--- src/hdl/ambs_pkg.sv ---
`timescale 1ns / 1ps

package ambs_pkg;

    // store depth default, and the reset frame length
    localparam int MAX_PIXELS_DEFAULT = 16384;
    localparam int FRAME_PIXELS_RESET = 16384;

    localparam int PIX_W      = 8;
    localparam int FRAME_W    = 15;
    localparam int CFG_DATA_W = 15;
    localparam int CFG_IDX_W  = 1;

    // configuration register indexes
    localparam logic [CFG_IDX_W-1:0] REG_WAVE_MODE    = 1'd0;
    localparam logic [CFG_IDX_W-1:0] REG_FRAME_PIXELS = 1'd1;

    // input word kinds
    localparam logic KIND_PIXEL = 1'b0;
    localparam logic KIND_CLEAR = 1'b1;

    // frame status codes
    localparam logic STATUS_LEARNING  = 1'b0;
    localparam logic STATUS_DETECTION = 1'b1;

    localparam logic [PIX_W-1:0] THRESH_DIGIT = 8'd150;
    localparam logic [PIX_W-1:0] THRESH_WAVE  = 8'd90;
    localparam logic [PIX_W-1:0] FG_VALUE     = 8'd255;
    localparam logic [PIX_W-1:0] BG_VALUE     = 8'd0;

    typedef struct packed {
        logic             kind;
        logic [PIX_W-1:0] pixel_value;
    } in_word_t;

    typedef struct packed {
        logic [PIX_W-1:0] pixel_out;
        logic             frame_status;
        logic             last_of_frame;
    } out_word_t;

    // per-pixel control carried from the sequencer down the pipeline
    typedef struct packed {
        logic learned;
        logic last;
    } step_flags_t;

endpackage

--- src/hdl/ambs_sequencer.sv ---
`timescale 1ns / 1ps

module ambs_sequencer #(
    parameter int MAX_PIXELS = ambs_pkg::MAX_PIXELS_DEFAULT
) (
    input  logic                               clk,
    input  logic                               rst_n,
    input  logic                               cfg_we,
    input  logic [ambs_pkg::CFG_IDX_W-1:0]     cfg_index,
    input  logic [ambs_pkg::CFG_DATA_W-1:0]    cfg_data,
    input  logic                               step,
    input  logic                               clear,
    output logic [$clog2(MAX_PIXELS)-1:0]      idx,
    output ambs_pkg::step_flags_t              flags
);

    localparam int ADDR_W  = $clog2(MAX_PIXELS);
    localparam int LEN_W   = $clog2(MAX_PIXELS + 1);
    localparam int CMP_W   = ((LEN_W > ambs_pkg::FRAME_W) ? LEN_W : ambs_pkg::FRAME_W) + 1;
    localparam int RESET_LEN = (ambs_pkg::FRAME_PIXELS_RESET < MAX_PIXELS)
                               ? ambs_pkg::FRAME_PIXELS_RESET : MAX_PIXELS;
    localparam logic [ADDR_W-1:0] RESET_LAST = ADDR_W'(RESET_LEN - 1);
    localparam logic [CMP_W-1:0]  MAX_LEN    = CMP_W'(MAX_PIXELS);

    logic [ADDR_W-1:0] last_idx_reg, last_idx_next;
    logic [ADDR_W-1:0] pixel_index_reg, pixel_index_next;
    logic              learned_reg, learned_next;
    logic [CMP_W-1:0]  len_req;
    logic [CMP_W-1:0]  len_eff;
    logic              is_last;

    // clamp the requested frame length into 1..MAX_PIXELS, kept as last index
    always_comb
    begin
        len_req = CMP_W'(cfg_data[ambs_pkg::FRAME_W-1:0]);
        len_eff = len_req;
        if (len_req == '0)
        begin
            len_eff = CMP_W'(1);
        end
        else if (len_req > MAX_LEN)
        begin
            len_eff = MAX_LEN;
        end
        last_idx_next = last_idx_reg;
        if (cfg_we && (cfg_index == ambs_pkg::REG_FRAME_PIXELS))
        begin
            last_idx_next = ADDR_W'(len_eff - CMP_W'(1));
        end
    end

    // a position beyond a shortened frame restarts at zero
    always_comb
    begin
        idx = (pixel_index_reg > last_idx_reg) ? '0 : pixel_index_reg;
        is_last = (idx == last_idx_reg);
        pixel_index_next = pixel_index_reg;
        learned_next = learned_reg;
        if (clear)
        begin
            pixel_index_next = '0;
            learned_next = 1'b0;
        end
        else if (step)
        begin
            pixel_index_next = is_last ? '0 : idx + ADDR_W'(1);
            if (is_last)
            begin
                learned_next = 1'b1;
            end
        end
    end

    assign flags.learned = learned_reg;
    assign flags.last    = is_last;

    always_ff @(posedge clk or negedge rst_n)
    begin
        if (!rst_n)
        begin
            last_idx_reg    <= RESET_LAST;
            pixel_index_reg <= '0;
            learned_reg     <= 1'b0;
        end
        else
        begin
            last_idx_reg    <= last_idx_next;
            pixel_index_reg <= pixel_index_next;
            learned_reg     <= learned_next;
        end
    end

endmodule

--- config.mk ---
export PLATFORM = sky130hd
export DESIGN_NAME = ambs_sequencer
export DESIGN_NICKNAME = d
export VERILOG_FILES = /design/src/hdl/ambs_pkg.sv /design/src/hdl/ambs_sequencer.sv
export SDC_FILE = /design/constraint.sdc
export NUM_CORES = 1
export LEC_CHECK = 0
export CORE_ASPECT_RATIO = 0.5
export CORE_MARGIN = 1.5
export CORE_UTILIZATION = 65
export DETAILED_ROUTE_END_ITERATION = 7
export DONT_BUFFER_PORTS = 1
export PLACE_DENSITY = 0.91
export SETUP_SLACK_MARGIN = 0.5
export SYNTH_ARGS = -nofsm -noshare
export SYNTH_HDL_FRONTEND = slang
export SYNTH_SLANG_ARGS = --single-unit
--- constraint.sdc ---
create_clock -name clk -period 10.75 [get_ports clk]
set_input_delay 1.075 -clock clk [delete_from_list [all_inputs] [get_ports clk]]
set_output_delay 1.075 -clock clk [all_outputs]
set_load 0.005 [all_outputs]
======== Word-level counts from Yosys, hierarchy flattened ========
Cells that the tools add are included.
storage, ports and cells
  flip-flop bits (word level) ............. 29
operators by class
  add/subtract/negate cells ............... 2
  order comparisons ....................... 2
  equal/unequal tests ..................... 1
  mux-type cells .......................... 9
  reductions and logical operators ........ 5
operators with widths
  kind                   number
  $mux 14                6
  $gt 15x15->1 const B   1
  $logic_not 15->1       1
  $add 14x1->14 const B  1
  $eq 14x14->1           1
  $gt 14x14->1           1
  $sub 14x1->14 const B  1
  $reduce_bool 2->1      2
  $mux 1                 3
  $reduce_and 2->1       1
  $logic_and 1x1->1      1

======== Longest topological paths before layout ========
  word-level depth ........................ 6
  gate-level depth with buffers ........... 18

======== Least setup slack after synthesis ========
No wires, ideal clock.
  path kind ............................... register to register
  from .................................... reg last_idx_reg[3]
  to ...................................... reg pixel_index_reg[12]
  arrival ................................. 3,509 ps
  path slack .............................. 7,118 ps
  stages on the path, launching flop included .. 19
  path buffers ............................ 2
  path through ............................ dfstp_2 > inv_1 > ha_1 > and4_1 > nand3_1 > or3_1 > clkbuf_1 > nand2_1 > clkbuf_1 > and2_1 > ha_1 > and3_1 > nand3_1 > nor2_1 > and3_1 > nand3_1 > nand2_1 > nor2_1 > a211o_1
between the ends
  word-level cells in the longest chain between the ends .. 6
ends and longest elaborated chain
  element                                        line                                        text
  from (decl)                                    ambs_sequencer.sv:25                        logic [ADDR_W-1:0] last_idx_reg, last_idx_next;
  from (signal assigned)                         ambs_sequencer.sv:87                        last_idx_reg <= last_idx_next;
  $gt 14x14->1                                   ambs_sequencer.sv:55                        idx = (pixel_index_reg > last_idx_reg) ? '0 : pixel_index_reg;
  $mux 14                                        ambs_sequencer.sv:55
  $add 14x1->14 or $eq 14x14->1 (tied branches)  ambs_sequencer.sv:66, ambs_sequencer.sv:56
  $mux 14 (*)                                    ambs_sequencer.sv:66                        pixel_index_next = is_last ? '0 : idx + ADDR_W'(1);
  $mux 14 (*)                                    ambs_sequencer.sv:64                        else if (step)
  $mux 14 (*)                                    ambs_sequencer.sv:59                        if (clear)
  to (signal assigned)                           ambs_sequencer.sv:88                        pixel_index_reg <= pixel_index_next;
  to (decl)                                      ambs_sequencer.sv:26                        logic [ADDR_W-1:0] pixel_index_reg, pixel_index_next;
Every way passes the cells marked *; elsewhere a longest branch is shown, timed or not. The select of a mux whose other input is x is not followed.
A chain may end at the register's enable or synchronous reset.

==> flow_metrics.env <==
export IMPL_use_met1_pct=40.22
export IMPL_drtPass1Iterations=5
export IMPL_syn_area_um2=2481
export IMPL_ff2ff_setup_slack_ns=6.83
export IMPL_slowest_stage="or3_1"
export IMPL_grt_pass1_vias=2069
export IMPL_finalClockSkew_ns=0.004960
export IMPL_synth_warning_count=0
export IMPL_io_pins=37
export IMPL_outcome="completed"
export IMPL_pwr_share_seq_pct=48.3
export IMPL_nFillCells=288
export IMPL_initial_core_util_pct=69.95
export IMPL_start_kind="register"
export IMPL_grt_pass1_wl_um=9687
export IMPL_grt_setup_unrepaired="no"
export IMPL_crit_type="reg2out"
export IMPL_grt_max_degree=30
export IMPL_worst_path_buf_inv=1
export IMPL_synth_seq_cells=29
export IMPL_track_usage_pct=30.37
export IMPL_area_growth_pct=3.681
export IMPL_fmax_mhz=243.3
export IMPL_timing_final_ws_setup_ns=6.640
export IMPL_synthArstFlopShare_pct=100.0
export IMPL_drv_cap=0
export IMPL_path_cells="inv_1 > ha_1 > and4_1 > nand3_1 > or3_1 > a2bb2oi_1 > o22ai_2 > nor3_1"
export IMPL_die_area_um2=4219
export IMPL_max_stage_delay_ns=0.56
export IMPL_synth_enable_flop_cells=0
export IMPL_hold_viol=0
export IMPL_syn_nets=340
export IMPL_cts_tree="yes"
export IMPL_ant_nets=0
export IMPL_setup_violations=0
export IMPL_hold_slack_ns=0.4822
export IMPL_synth_simple_area_share_pct=25.62
export IMPL_use_met2_pct=52.27
export IMPL_root_buffer="clkbuf_8"
export IMPL_viasPerCell=6.614
export IMPL_setup_tns_ns=0
export IMPL_period_needed_ns=4.110
export IMPL_synth_xor_area_share_pct=1.059
export IMPL_core_area_um2=3547
export IMPL_cp_required_ns=9.68
export IMPL_synth_adder_area_share_pct=8.069
export IMPL_clock_latency_ns=0.28
export IMPL_synth_top_family_by_area="compound AO/OA/AOI/OAI gates"
export IMPL_worst_path_dominant_cell_family="simple AND/OR/NAND/NOR gates"
export IMPL_ir_drop_v=0.00005275
export IMPL_synthMuxAreaShare_pct=1.815
export IMPL_syn_inst=303
export IMPL_port_buffer_count=0
export IMPL_grt_ovfl_total=0
export IMPL_worst_slew_pin_slew_ns=0.7184
export IMPL_finalCritPeriodShare_pct=38.23
export IMPL_cellLeakagePower_nw=1.071
export IMPL_antenna_found_initial=0
export IMPL_drive_gt1_share_pct=12.62
export IMPL_fp_row_count=15
export IMPL_drt_wl_total_um=6038
export IMPL_p_int_w=0.0001936
export IMPL_h_tree_depth=2
export IMPL_clkSinkCount=29
export IMPL_clockPowerShare_pct=31.0
export IMPL_critPathMaxFanout=11
export IMPL_vias=2328
export IMPL_combPwrFrac_pct=20.7
export IMPL_p_per_area_nw_per_um2=107.4
export IMPL_crit_path_end_kind="primary output"
export IMPL_cts_hold_buf=0
export IMPL_die_x_um=90.38
export IMPL_switchingPower_w=0.00008275
export IMPL_post_synth_cell_area_avg_um2=8.189
export IMPL_nets=337
export IMPL_yosysUniqueCellTypes=56
export IMPL_post_place_ws_ns=6.891
export IMPL_die_y_um=46.69
export IMPL_insertedDiodeCount=0
export IMPL_cts_setup_buffers=0
export IMPL_cts_buffers=5
export IMPL_yosysSeqAreaShare_pct=29.95
export IMPL_gp_congestion=1.085
export IMPL_hp_class="in2async"
export IMPL_gr_max_usage_layer="met2"
export IMPL_fin_cells=352
export IMPL_relSlewSlack_pct=51.99
export IMPL_cts_clk_slew_worst_paths_ns=0.06
export IMPL_hpwl_um=4689
export IMPL_synth_compound_area_share_pct=28.34
export IMPL_drtIter0Drc=186
export IMPL_dp_cells=344
export IMPL_ys_flop_type="dfrtp_1"
export IMPL_drc=0
export IMPL_cts_resized_gates=0
export IMPL_cts_buffer_depth=2
export IMPL_finalMaxSlewViolations=0
export IMPL_wl_per_cell_um=17.15
export IMPL_p_sw_share_pct=29.95
export IMPL_critical_path_arrival_ns=3.04
export IMPL_met3_usage_pct=5.446
[cells in the mapped netlist, drive strengths merged (8+ instances only)]
library cell / count / area (µm²)
and2: 9 / 56.30
nand2b: 9 / 56.30
dfrtp: 15 / 375.4
a21oi: 31 / 166.4
nand3: 10 / 50.05
ha: 16 / 200.2
nor2b: 8 / 57.55
o21ai: 25 / 128.9
nor2: 18 / 67.56
nand2: 32 / 120.1
nor3: 9 / 50.05
dfstp: 14 / 367.9
inv: 20 / 75.07
[worst paths after layout]
path                                  endpoint       startpoint  cells after the start
setup reg to reg           pixel_index_reg[12]  last_idx_reg[3]                     16
max in group asynchronous      last_idx_reg[7]            rst_n                      0
setup / recovery                      flags[0]  last_idx_reg[3]                      8
min in group clk               last_idx_reg[3]  last_idx_reg[3]                      2
hold / removal              pixel_index_reg[6]            rst_n                      0
hold reg to reg                last_idx_reg[3]  last_idx_reg[3]                      2
[power groups by stage]
stage                     Sequential, W  Clock (W)  Combinational (W)
after floorplan                0.000132          0          0.0000463
after global placement         0.000135          0          0.0000541
after detailed placement       0.000135          0          0.0000560
after CTS                      0.000133  0.0000870          0.0000562
after global routing           0.000135  0.0000898          0.0000642
final                          0.000133  0.0000858          0.0000571
[layer usage]
layer | vias to the layer above | share of wire [%]
li1 | 1105 | -
met1 | 1065 | 46
met2 | 141 | 43
met3 | 17 | 9.0
met4 | 0 | 1.9
met5 | - | 0
[placed cells by master (no fill, tap or decap), drive strengths merged, types with 2 or more instances in the layout]
master,instances
or3,4
inv,20
ha,16
and2,9
nor3,9
nand3b,3
nand4,4
dfrtp,15
nor4,4
mux2,4
and4,3
and3,4
a22oi,2
a21oi,31
o31ai,4
a21o,7
nand2b,9
o21a,3
a2bb2oi,2
nand2,32
a211oi,2
o221ai,2
o21ai,25
nand3,10
o22ai,5
a211o,2
o2bb2ai,3
clkbuf,8
nor2b,8
nor2,18
a2111oi,2
xnor2,3
dfstp,14
or2,2
[through the flow]
step | power (W) | util (%) | area, µm²
after floorplan | 0.0001782 | - | 2481
after global placement | 0.0001887 | 70.26 | 2492
after detailed placement | 0.0001911 | 70.26 | 2492
after CTS | 0.0002766 | 72.52 | 2572
after global routing | 0.0002891 | 72.52 | 2572
final | 0.0002763 | 72.52 | 2572
[kinds of logic (layout without fill, tap and decap cells)]
group                      count (synthesis)  in the layout
xor gates and xnor gates                   3              3
and+or+nand+nor                          121            121
muxes                                      4              4
adders and majority gates                 16             16
buffers and inverters                     30             28
AOI/OAI and AO/OA                        100            100
DFF                                       29             29
[layout make-up]
type	instances	area, µm²	area share [%]
Multi-Input combinational cell	244	1610	62.60
Sequential cell	29	743.2	28.89
Clock buffer	8	80.08	3.113
Inverter	20	75.07	2.918
Tap cell	51	63.81	2.481
(Power assumes the default switching activity.)
