==> config.mk <==
export PLATFORM = sky130hd
export DESIGN_NAME = ambs_pixel_unit
export DESIGN_NICKNAME = d
export VERILOG_FILES = /design/src/hdl/ambs_pkg.sv /design/src/hdl/ambs_pixel_unit.sv
export SDC_FILE = /design/constraint.sdc
export NUM_CORES = 1
export LEC_CHECK = 0
export BUFFER_PORTS_ARGS = -buffer_cell sky130_fd_sc_hd__clkbuf_2
export CORE_AREA = 3 3 55 69
export DETAILED_ROUTE_END_ITERATION = 12
export DIE_AREA = 0 0 58 72
export PLACE_DENSITY = 0.83
export SETUP_SLACK_MARGIN = 0.4
export SLEW_MARGIN = 10
export SYNTH_ARGS = -nofsm -noshare
export SYNTH_HDL_FRONTEND = slang
export SYNTH_SLANG_ARGS = --single-unit
export TNS_END_PERCENT = 100
==> constraint.sdc <==
create_clock -name vclk -period 13.4
set_input_delay 1.34 -clock vclk [all_inputs]
set_output_delay 1.34 -clock vclk [all_outputs]
set_load 0.005 [all_outputs]
==> src/hdl/ambs_pkg.sv <==
`timescale 1ns / 1ps

package ambs_pkg;

    // store depth default, and the reset frame length
    localparam int MAX_PIXELS_DEFAULT = 16384;
    localparam int FRAME_PIXELS_RESET = 16384;

    localparam int PIX_W      = 8;
    localparam int FRAME_W    = 15;
    localparam int CFG_DATA_W = 15;
    localparam int CFG_IDX_W  = 1;

    // configuration register indexes
    localparam logic [CFG_IDX_W-1:0] REG_WAVE_MODE    = 1'd0;
    localparam logic [CFG_IDX_W-1:0] REG_FRAME_PIXELS = 1'd1;

    // input word kinds
    localparam logic KIND_PIXEL = 1'b0;
    localparam logic KIND_CLEAR = 1'b1;

    // frame status codes
    localparam logic STATUS_LEARNING  = 1'b0;
    localparam logic STATUS_DETECTION = 1'b1;

    localparam logic [PIX_W-1:0] THRESH_DIGIT = 8'd150;
    localparam logic [PIX_W-1:0] THRESH_WAVE  = 8'd90;
    localparam logic [PIX_W-1:0] FG_VALUE     = 8'd255;
    localparam logic [PIX_W-1:0] BG_VALUE     = 8'd0;

    typedef struct packed {
        logic             kind;
        logic [PIX_W-1:0] pixel_value;
    } in_word_t;

    typedef struct packed {
        logic [PIX_W-1:0] pixel_out;
        logic             frame_status;
        logic             last_of_frame;
    } out_word_t;

    // per-pixel control carried from the sequencer down the pipeline
    typedef struct packed {
        logic learned;
        logic last;
    } step_flags_t;

endpackage

==> src/hdl/ambs_pixel_unit.sv <==
`timescale 1ns / 1ps

module ambs_pixel_unit (
    input  logic [ambs_pkg::PIX_W-1:0] pix,
    input  logic [ambs_pkg::PIX_W-1:0] bg,
    input  ambs_pkg::step_flags_t      flags,
    input  logic                       wave_mode,
    output logic [ambs_pkg::PIX_W-1:0] bg_new,
    output ambs_pkg::out_word_t        result
);

    logic [ambs_pkg::PIX_W-1:0] stepped;
    logic [ambs_pkg::PIX_W-1:0] diff;
    logic [ambs_pkg::PIX_W-1:0] thr;

    // step the background one count toward the pixel once learned; while learning it takes the pixel
    always_comb
    begin
        if (pix > bg)
        begin
            stepped = bg + 8'd1;
        end
        else if (pix < bg)
        begin
            stepped = bg - 8'd1;
        end
        else
        begin
            stepped = bg;
        end
        diff = (pix > stepped) ? (pix - stepped) : (stepped - pix);
        thr  = wave_mode ? ambs_pkg::THRESH_WAVE : ambs_pkg::THRESH_DIGIT;

        result.last_of_frame = flags.last;
        if (flags.learned)
        begin
            bg_new = stepped;
            result.pixel_out = (diff > thr) ? ambs_pkg::FG_VALUE : ambs_pkg::BG_VALUE;
            result.frame_status = ambs_pkg::STATUS_DETECTION;
        end
        else
        begin
            bg_new = pix;
            result.pixel_out = pix;
            result.frame_status = ambs_pkg::STATUS_LEARNING;
        end
    end

endmodule

## Word-level counts from Yosys, hierarchy flattened

Cells that the tools add are included.

- Bits in registers: 0
- Input bits: 19
- Output and inout bits: 18
- Logic and storage cells: 15

- Add/sub/neg operators: 4
- Magnitude comparators: 4
- Muxes and demuxes: 7

Operator list:

| cell | number |
|---|---|
| 8-bit two-way mux | 6 |
| 8-bit greater-than comparator | 3 |
| 8-bit subtractor | 2 |
| 9-bit two-way mux | 1 |
| 8-bit by 1-bit adder with 8-bit output, second input constant | 1 |
| 8-bit less-than comparator | 1 |
| 8-bit by 1-bit subtractor with 8-bit output, second input constant | 1 |

## Longest topological paths before layout

Gate-level depths: netlist (run 1).

- Word-level depth: 8
- Gate-level depth with buffers: 29
- Depth with buffers taken out: 27

## Least setup slack after synthesis (run 1)

Ideal clock, no wire load.

- Path kind: input -> output
- Start: in bg[2] (netlist bit)
- End: out result[2] (netlist bit)
- Arrival time: 6.319 ns
- Data required time: 12.060 ns
- Path slack: 5.741 ns
- Cell stages on the path: 25
- Path buffers: 3
- Cells stage by stage: clkbuf_1 inv_1 ha_1 o211ai_1 a21oi_2 or2_1 clkbuf_1 mux2i_1 a31o_2 ha_1 ha_1 a21o_1 o41a_1 a21o_1 buf_6 mux2_1 a21oi_1 xnor2_1 ha_1 and2_0 o211ai_1 a211oi_1 a41oi_1 a31o_2 a211oi_1

RTL lines:

| item | RTL line | source |
|---|---|---|
| start: declaration | ambs_pixel_unit.sv:5 | `input logic [ambs_pkg::PIX_W-1:0] bg,` |
| end: declaration | ambs_pixel_unit.sv:9 | `output ambs_pkg::out_word_t result` |

==> metrics.md, run 1 <==
| Metric | Value |
|---|---|
| Status | complete, no violations |
| Final wirelength | a little under 4000 um |
| Crit-path slowest cell | nor4_1 |
| N_diodes | 0 |
| Number of port buffers | 35 |
| Syn-to-layout area delta | 10.74% |
| Final Hold Viols | 0 |
| Largest net degree at the start of global routing | 27 |
| Routability congestion estimate | 0.9364 |
| Synthesized area per cell | 6.928 um2 |
| Startpoint Class | primary input |
| WL per Instance | 13.73 um |
| # hold bufs at CTS | 0 |
| WP buf/inv | 3 |
| Post-Syn Nets | around 280 |
| CP peak stage delay | 0.68 ns |
| Dpl ws | 4.933 ns |
| Peak VDD IR | a little under 30 uV |
| Core Box Area | 3223 um2 |
| Total area of sequential cells | 0 um2 |
| Sequential share of the synthesized area | 0 |
| Leading cell type in the layout, fill and taps excluded | clkbuf_2 |
| Hold path start | flags[0] |
| Initial Util | 0.4880 |
| DRT Pass-1 Iters | 4 |
| Crit path capture type | output pin |
| FF+latch count | 0 |
| P per Cell Area | about 61 nW/um2 |
| First-pass GRT wire length | 6768 um |
| DIE HEIGHT | about 72 um |
| Worst EP required | 12.06 ns |
| CTS resizes | 0 |
| Initial antenna violation count | 0 |
| Crit share post-route | 0.6340 |
| Multi-input logic area | between 1000 and 1500 um2 |
| Io pins | 37 |
| Dpl cell area | 1742 um2 |
| GRT Residual Overflow | 0 |
| DRC | 0 |
| Post-Syn Area | 1573 um2 |
| Post-CTS setup repair buffer count | 0 |
| Row cnt | 23 |
| Worst hold path type | in2out |
| Leak | 0.9094 nW |
| Largest delay share family, worst path | compound AO/OA/AOI/OAI gates |
| RSZ-0062 raised after global routing | no |
| TNS Setup | 0 ns |
| Final min period | 8.495 ns |
| DR vias | 1692 |
| Filler cell count | 332 |
| Ys Warns | 0 |
| Die X | 58 um |
| WP data arrival | 7.16 ns |
| Post-synth cell types | 50 |
| Worst Max-Slew Pin Slew | 0.7707 ns |
| Die footprint | 4176 um2 |
| Total track usage | 0.1962 |
| CP Class | in2out |
| Final setup margin | approximately 4.9 ns |
| Fraction of layout cells with a size suffix above 1 | 0.1865 |
| Finish-stage setup viols | 0 |
| CP Launch Point | bg[1] |
| Fin Hold WS | between 2 and 3 ns |
| Final #Nets | 302 |
| Via density | 5.855 |
| Number of global-route vias before repair | around 1600 |
| Total of max-cap violations | 0 |
| Final HPWL DP | 3389 um |
| Worst-path fanout max | 11 |
| Gate Count Post-Synth | between 200 and 250 |
| Total power | 0.1064 mW |
| Achievable Freq | 117.7 MHz |
| Most frequent cells in the layout | clkbuf_2 (35), inv_1 (29), ha_1 (28) |
| Antenna viol nets, final | 0 |
| Final Max Slew Viols | 0 |
| Max_slew headroom | 0.4815 |
| Post-route cell area | between 1500 and 2000 um2 |
| 1st-iter DRT viols | 37 |
| Count of clock buffers in the final design | 0 |
[area by class of cell]
type | instances | area share
inverter | 29 | 0.06250
timing repair buffer | 35 | 0.1006
multi-input combinational | 188 | 0.8103
tap | 37 | 0.02658
[cell usage after synthesis, types with 2 or more instances]
master / n / share of area
inv_1: 29 / 0.069
nand2_1: 21 / 0.050
clkbuf_1: 7 / 0.017
nand3_1: 4 / 0.013
a211oi_1: 9 / 0.043
and3_1: 2 / 0.0080
or2_2: 2 / 0.0080
a21oi_1: 17 / 0.054
a221o_1: 2 / 0.013
nor4_1: 3 / 0.012
o211ai_1: 2 / 0.0095
o21ai_0: 11 / 0.035
nand4_1: 5 / 0.020
ha_1: 28 / 0.22
nor2b_1: 3 / 0.012
mux2i_1: 8 / 0.051
nor2_1: 17 / 0.041
a21o_1: 7 / 0.033
a31o_2: 2 / 0.011
a21boi_0: 2 / 0.0095
a41oi_1: 2 / 0.011
nor3_1: 3 / 0.0095
o31ai_1: 2 / 0.0095
xnor2_1: 12 / 0.067
buf_4: 2 / 0.0095
[power breakdown]
part / switching [mW] / total, mW / internal, mW
sequential: 0 / 0 / 0
clock: 0 / 0 / 0
combinational: 0.0598 / 0.106 / 0.0466
total: 0.0598 / 0.106 / 0.0466
[final timing paths]
kind / cells past startpoint / end / slack (ns)
max: 27 / result[6] / 4.90
min: 0 / result[0] / 2.68
[stage by stage]
step / utilization / instances
2_1_floorplan: - / 227
3_3_place_gp: 0.5404 / 289
3_5_place_dp: 0.5404 / 289
4_1_cts: 0.5404 / 289
5_1_grt: 0.5404 / 289
6_report: 0.5404 / 289
[per-layer routing]
metal | share of wire | GRT usage
met1 | 0.40 | 0.2299
met2 | 0.54 | 0.3756
met3 | 0.046 | 0.01246
met4 | 0.015 | 0.05155
met5 | 0 | 0
[cell families after synthesis]
logic type	count (synthesis)	share of synthesized area
AND/OR/NAND/NOR	70	0.2259
adder cells (fa/ha/maj)	29	0.2355
XOR/XNOR	13	0.07240
buffers and inverters	39	0.1026
AO/OA/AOI/OAI	67	0.3055
multiplexers	9	0.05808
Note: power is estimated with default switching activity, not from simulation.
==> run 2, diff against run 1 <==
Settings changed: PLACE_DENSITY 0.83 to 0.85.
Clock period 13.4 ns to 7.21 ns, I/O delays scaled along.
==> run 2 against run 1 <==
Effect of this change:
- routed wire length is 22% higher
- sequential share of layout area unchanged
- first-iteration DRC count rose by 76%
- largest cell class unchanged
==> metrics.md, run 2 (synthesis gave the netlist of run 1 again) <==
| Metric | Value |
|---|---|
| RSZ-0062 raised after global routing | no |
| P per Cell Area | 122.4 nW/um2 |
| Worst Max-Slew Pin Slew | 0.4915 ns |
| GR Util met3 | 0.007117 |
| Peak VDD IR | 64.64 uV |
| DIE HEIGHT | 72 um |
| Die X | 58 um |
| Row cnt | 23 |
| Busiest grt layer | met2 |
| Crit share post-route | 0.9245 |
| Dpl ws | 0.3277 ns |
| Number of port buffers | 35 |
| Fraction of layout cells with a size suffix above 1 | 0.3371 |
| Final min period | approximately 6.7 ns |
| Max_slew headroom | 0.6693 |
| Die footprint | 4176 um2 |
| Antenna viol nets, final | 0 |
| Worst hold path endpoint | result[0] |
| Final HPWL DP | between 3000 and 4000 um |
| Leading cell type in the layout, fill and taps excluded | clkbuf_2 |
| Initial antenna violation count | 0 |
| Number of global-route vias before repair | 1659 |
| Total of max-cap violations | 0 |
| FF+latch count | 0 |
| Total area of sequential cells | 0 um2 |
| Fin Hold WS | about 1.4 ns |
| Most frequent cells in the layout | clkbuf_2 (33), inv_1 (28), ha_1 (25) |
| Via density | 6.026 |
| Finish-stage setup viols | 0 |
| Startpoint Class | primary input |
| Final setup margin | 0.5442 ns |
| Total power | 0.2467 mW |
| Worst EP required | 6.49 ns |
| Met1 global-route usage | 0.2206 |
| WL per Instance | around 16 um |
| Grt met2 use | 0.4108 |
| Status | complete, no violations |
| Crit path capture type | output pin |
| Final Hold Viols | 0 |
| Routability congestion estimate | around 0.95 |
| DRT Pass-1 Iters | 4 |
| Worst hold path type | in2out |
| Final wirelength | 4856 um |
| Worst-path fanout max | 8 |
| WP data arrival | 5.94 ns |
| 1st-iter DRT viols | 65 |
| N_diodes | 0 |
| Largest net degree at the start of global routing | 27 |
| DR vias | about 1800 |
| Core Box Area | ~3200 um2 |
| # hold bufs at CTS | 0 |
| Count of clock buffers in the final design | 0 |
| DRC | 0 |
| Final Max Slew Viols | 0 |
| Total track usage | 0.2046 |
| Leak | between 1 and 1.5 nW |
| Final #Nets | 317 |
| GRT Residual Overflow | 0 |
| Hold Path Stages | 0 |
| CP Class | in2out |
| Syn-to-layout area delta | 28.16% |
| Achievable Freq | 150.0 MHz |
| Initial Util | 0.4880 |
| Io pins | 37 |
| First-pass GRT wire length | 7017 um |
| TNS Setup | 0 ns |
| Hold path start | flags[0] |
[run 2: per-stage QoR]
step,utilization,cell area (um2),cells
6_report,0.6254,2016,304
3_5_place_dp,0.5520,1779,294
5_1_grt,0.6254,2016,304
2_1_floorplan,-,1573,227
4_1_cts,0.5567,1794,295
3_3_place_gp,0.5520,1779,294
[run 2: power breakdown]
part | switching, mW | internal [mW] | leakage [nW]
sequential | 0 | 0 | 0
clock | 0 | 0 | 0
combinational | 0.133 | 0.114 | 1.01
[run 2: timing repair]
item / 4_1_cts / 5_1_grt
pin swaps: 2 / 12
cloned: 0 / 0
setup endpoints to repair: 8 / 8
gates resized for setup: 2 / 34
buffers inserted: 1 / 9
[run 2: per-layer routing]
| layer | share of wire | vias up |
|---|---|---|
| met5 | 0 | - |
| met1 | 0.38 | 851 |
| met2 | 0.54 | 70 |
| li1 | - | 892 |
| met3 | 0.041 | 19 |
| met4 | 0.035 | 0 |
[run 2: cell type report]
type | instances | area [um2]
fillers | 261 | 1207
multi-input cells | 188 | 1568
well taps | 37 | 46.29
repair buffers | 50 | 292.8
inverters | 29 | 108.9
[run 2: worst max-delay path by stage]
stage / from / to / cells past startpoint
final: bg[1] / result[7] / 25
after detailed placement: bg[1] / result[4] / 28
after floorplan: bg[2] / result[2] / 25
after global placement: bg[1] / result[6] / 28
after global routing: bg[1] / result[5] / 26
after CTS: bg[1] / result[4] / 28
[run 2: critical path, stage by stage]
cell and delay, ns:
clkbuf_4 0.16, inv_2 0.07, ha_1 0.29, nor2b_1 0.12, o211ai_1 0.10, a21oi_2 0.36, or2_4 0.25, mux2i_1 0.19
a31o_2 0.16, ha_4 0.22, ha_1 0.23, a21o_1 0.20, o41a_1 0.51, a21o_1 0.25, mux2_1 0.34, a21oi_2 0.13
xnor2_1 0.08, ha_1 0.27, and2_4 0.15, o211ai_1 0.09, a211oi_2 0.25, a41oi_2 0.09, a31o_4 0.32, a211oi_2 0.23
clkbuf_2 0.14
==> run 3, diff against run 2 <==
Settings changed: CORE_AREA 3 3 55 69 to 3 3 61 77, DIE_AREA 0 0 58 72 to 0 0 64 80, PLACE_DENSITY 0.85 to 0.72, SETUP_SLACK_MARGIN 0.4 to 0.5, SKIP_LAST_GASP set to 1.
==> run 3 against run 2 <==
Effect of this change:
- sequential cell count unchanged
- routed wire length decreased by 1.2%
- largest power group unchanged
- maximum frequency is 1.5% higher
- worst setup slack gained 0.10 ns
- sequential share of layout area unchanged
- largest cell class unchanged
- critical path depth grew 1
==> metrics.md, run 3 (synthesis gave the netlist of run 1 again) <==
| Metric | Value |
|---|---|
| Status | complete, no violations |
| Most frequent cells in the layout | clkbuf_2 (31), inv_1 (28), nand2_1 (21), ha_1 (21), buf_4 (21) |
| Crit share post-route | 0.9106 |
| Final wirelength | 4800 um |
| Peak VDD IR | 46.21 uV |
| Worst EP required | 6.49 ns |
| Final Non-Filler Cells | around 330 |
| Finish-stage setup viols | 0 |
| Achievable Freq | 152.3 MHz |
| Largest net degree at the start of global routing | 27 |
| GRT Residual Overflow | 0 |
| Final Core Density | 0.5338 |
| Dpl cell area | 1780 um2 |
| Routability congestion estimate | 0.9428 |
| DRT Pass-1 Iters | 4 |
| Final #Nets | 321 |
| Die footprint | roughly 5100 um2 |
| Core Box Area | 4066 um2 |
| RSZ-0062 raised after global routing | no |
| FF+latch count | 0 |
| Fraction of layout cells with a size suffix above 1 | 0.3838 |
| Dpl cells | 310 |
| Final Max Slew Viols | 0 |
| Initial antenna violation count | 0 |
| N_diodes | 0 |
| Via density | 5.465 |
| Final min period | between 6 and 7 ns |
| Hold Path Stages | 0 |
| Total area of sequential cells | 0 um2 |
| Post-route cell area | 2171 um2 |
| P per Cell Area | around 120 nW/um2 |
| WL per Instance | 14.68 um |
| Number of port buffers | 35 |
| Filler cell count | 383 |
| DRC | 0 |
| Leak | about 1.0 nW |
| Antenna viol nets, final | 0 |
| Row cnt | 26 |
| Leading cell type in the layout, fill and taps excluded | clkbuf_2 |
| Worst hold path type | in2out |
| Multi-input logic area | 1658 um2 |
| Die X | 64 um |
| WP data arrival | 5.84 ns |
| Syn-to-layout area delta | 38.03% |
| Crit-path slowest cell | or4_4 |
| DIE HEIGHT | 80 um |
| Worst Max-Slew Pin Slew | 0.7275 ns |
| Hold path start | flags[0] |
| Number of global-route vias before repair | 1642 |
| Io pins | 37 |
| Initial Util | 0.3868 |
| Max_slew headroom | 0.5150 |
| Total of max-cap violations | 0 |
| Worst-path fanout max | 8 |
| CP peak stage delay | 0.53 ns |
| Final Hold Viols | 0 |
| First-pass GRT wire length | 7176 um |
| Final HPWL DP | 3578 um |
| TNS Setup | 0 ns |
| 1st-iter DRT viols | 63 |
| # hold bufs at CTS | 0 |
| Total track usage | 0.1671 |
| Worst hold path endpoint | result[0] |
| DR vias | between 1500 and 2000 |
| Crit path capture type | output pin |
| Count of clock buffers in the final design | 0 |
| CP Class | in2out |
| Startpoint Class | primary input |
==> run 3: changes by cell type in the layout (fill, tap and decap cells not counted), sizes merged <==
cell	change
buf	+8
clkbuf	-4
==> run 3: where the power goes <==
group          total, mW  internal (mW)  leakage, nW  switching, mW
clock                  0              0            0              0
sequential             0              0            0              0
combinational      0.266          0.127         1.05          0.140
total              0.266          0.127         1.05          0.140
==> run 3: final cells by class <==
class | count | area share
multi-input combinational | 188 | 0.7637
timing repair buffer | 54 | 0.1516
inverter | 29 | 0.05245
tap | 56 | 0.03228
==> run 3: timing repair <==
action / 4_1_cts / 5_1_grt
pin swaps: 3 / 19
gates resized for setup: 12 / 46
endpoints found under the setup margin: 8 / 8
setup buffers: 2 / 15
==> run 3: how the worst max path moves through the flow <==
stage,from,end,slack (ns),cells after the start
6_report,bg[1],result[7],0.64,26
3_3_place_gp,bg[1],result[7],0.48,28
4_1_cts,bg[1],result[8],0.49,30
3_5_place_dp,bg[1],result[6],0.22,29
5_1_grt,bg[1],result[2],0.33,30
2_1_floorplan,bg[2],result[2],0.79,25
==> run 3: metrics by stage <==
step / power, mW / setup slack, ns / hold slack (ns)
after detailed placement: 0.2008 / 0.2206 / 1.442
after global routing: 0.2926 / 0.3349 / 1.442
final: 0.2663 / 0.6446 / 1.442
after floorplan: 0.1470 / 0.7887 / 1.523
after global placement: 0.1971 / 0.4810 / 1.442
after CTS: 0.2091 / 0.4896 / 1.442
==> run 3: per-layer routing <==
layer / vias to the layer above / GRT usage / share of wire
met5: - / 0 / 0
met3: 13 / 0.002817 / 0.022
met2: 38 / 0.3268 / 0.55
li1: 902 / - / -
met1: 834 / 0.1881 / 0.39
met4: 0 / 0.06263 / 0.034
==> run 3: critical path, delay by kind of cell <==
kind            cells  cell delay, ns
mux                 2            0.28
compound gates     11            2.25
fa+ha+maj           3            0.82
xor+xnor            2            0.32
buf+inv             4            0.52
simple gates        4            0.94
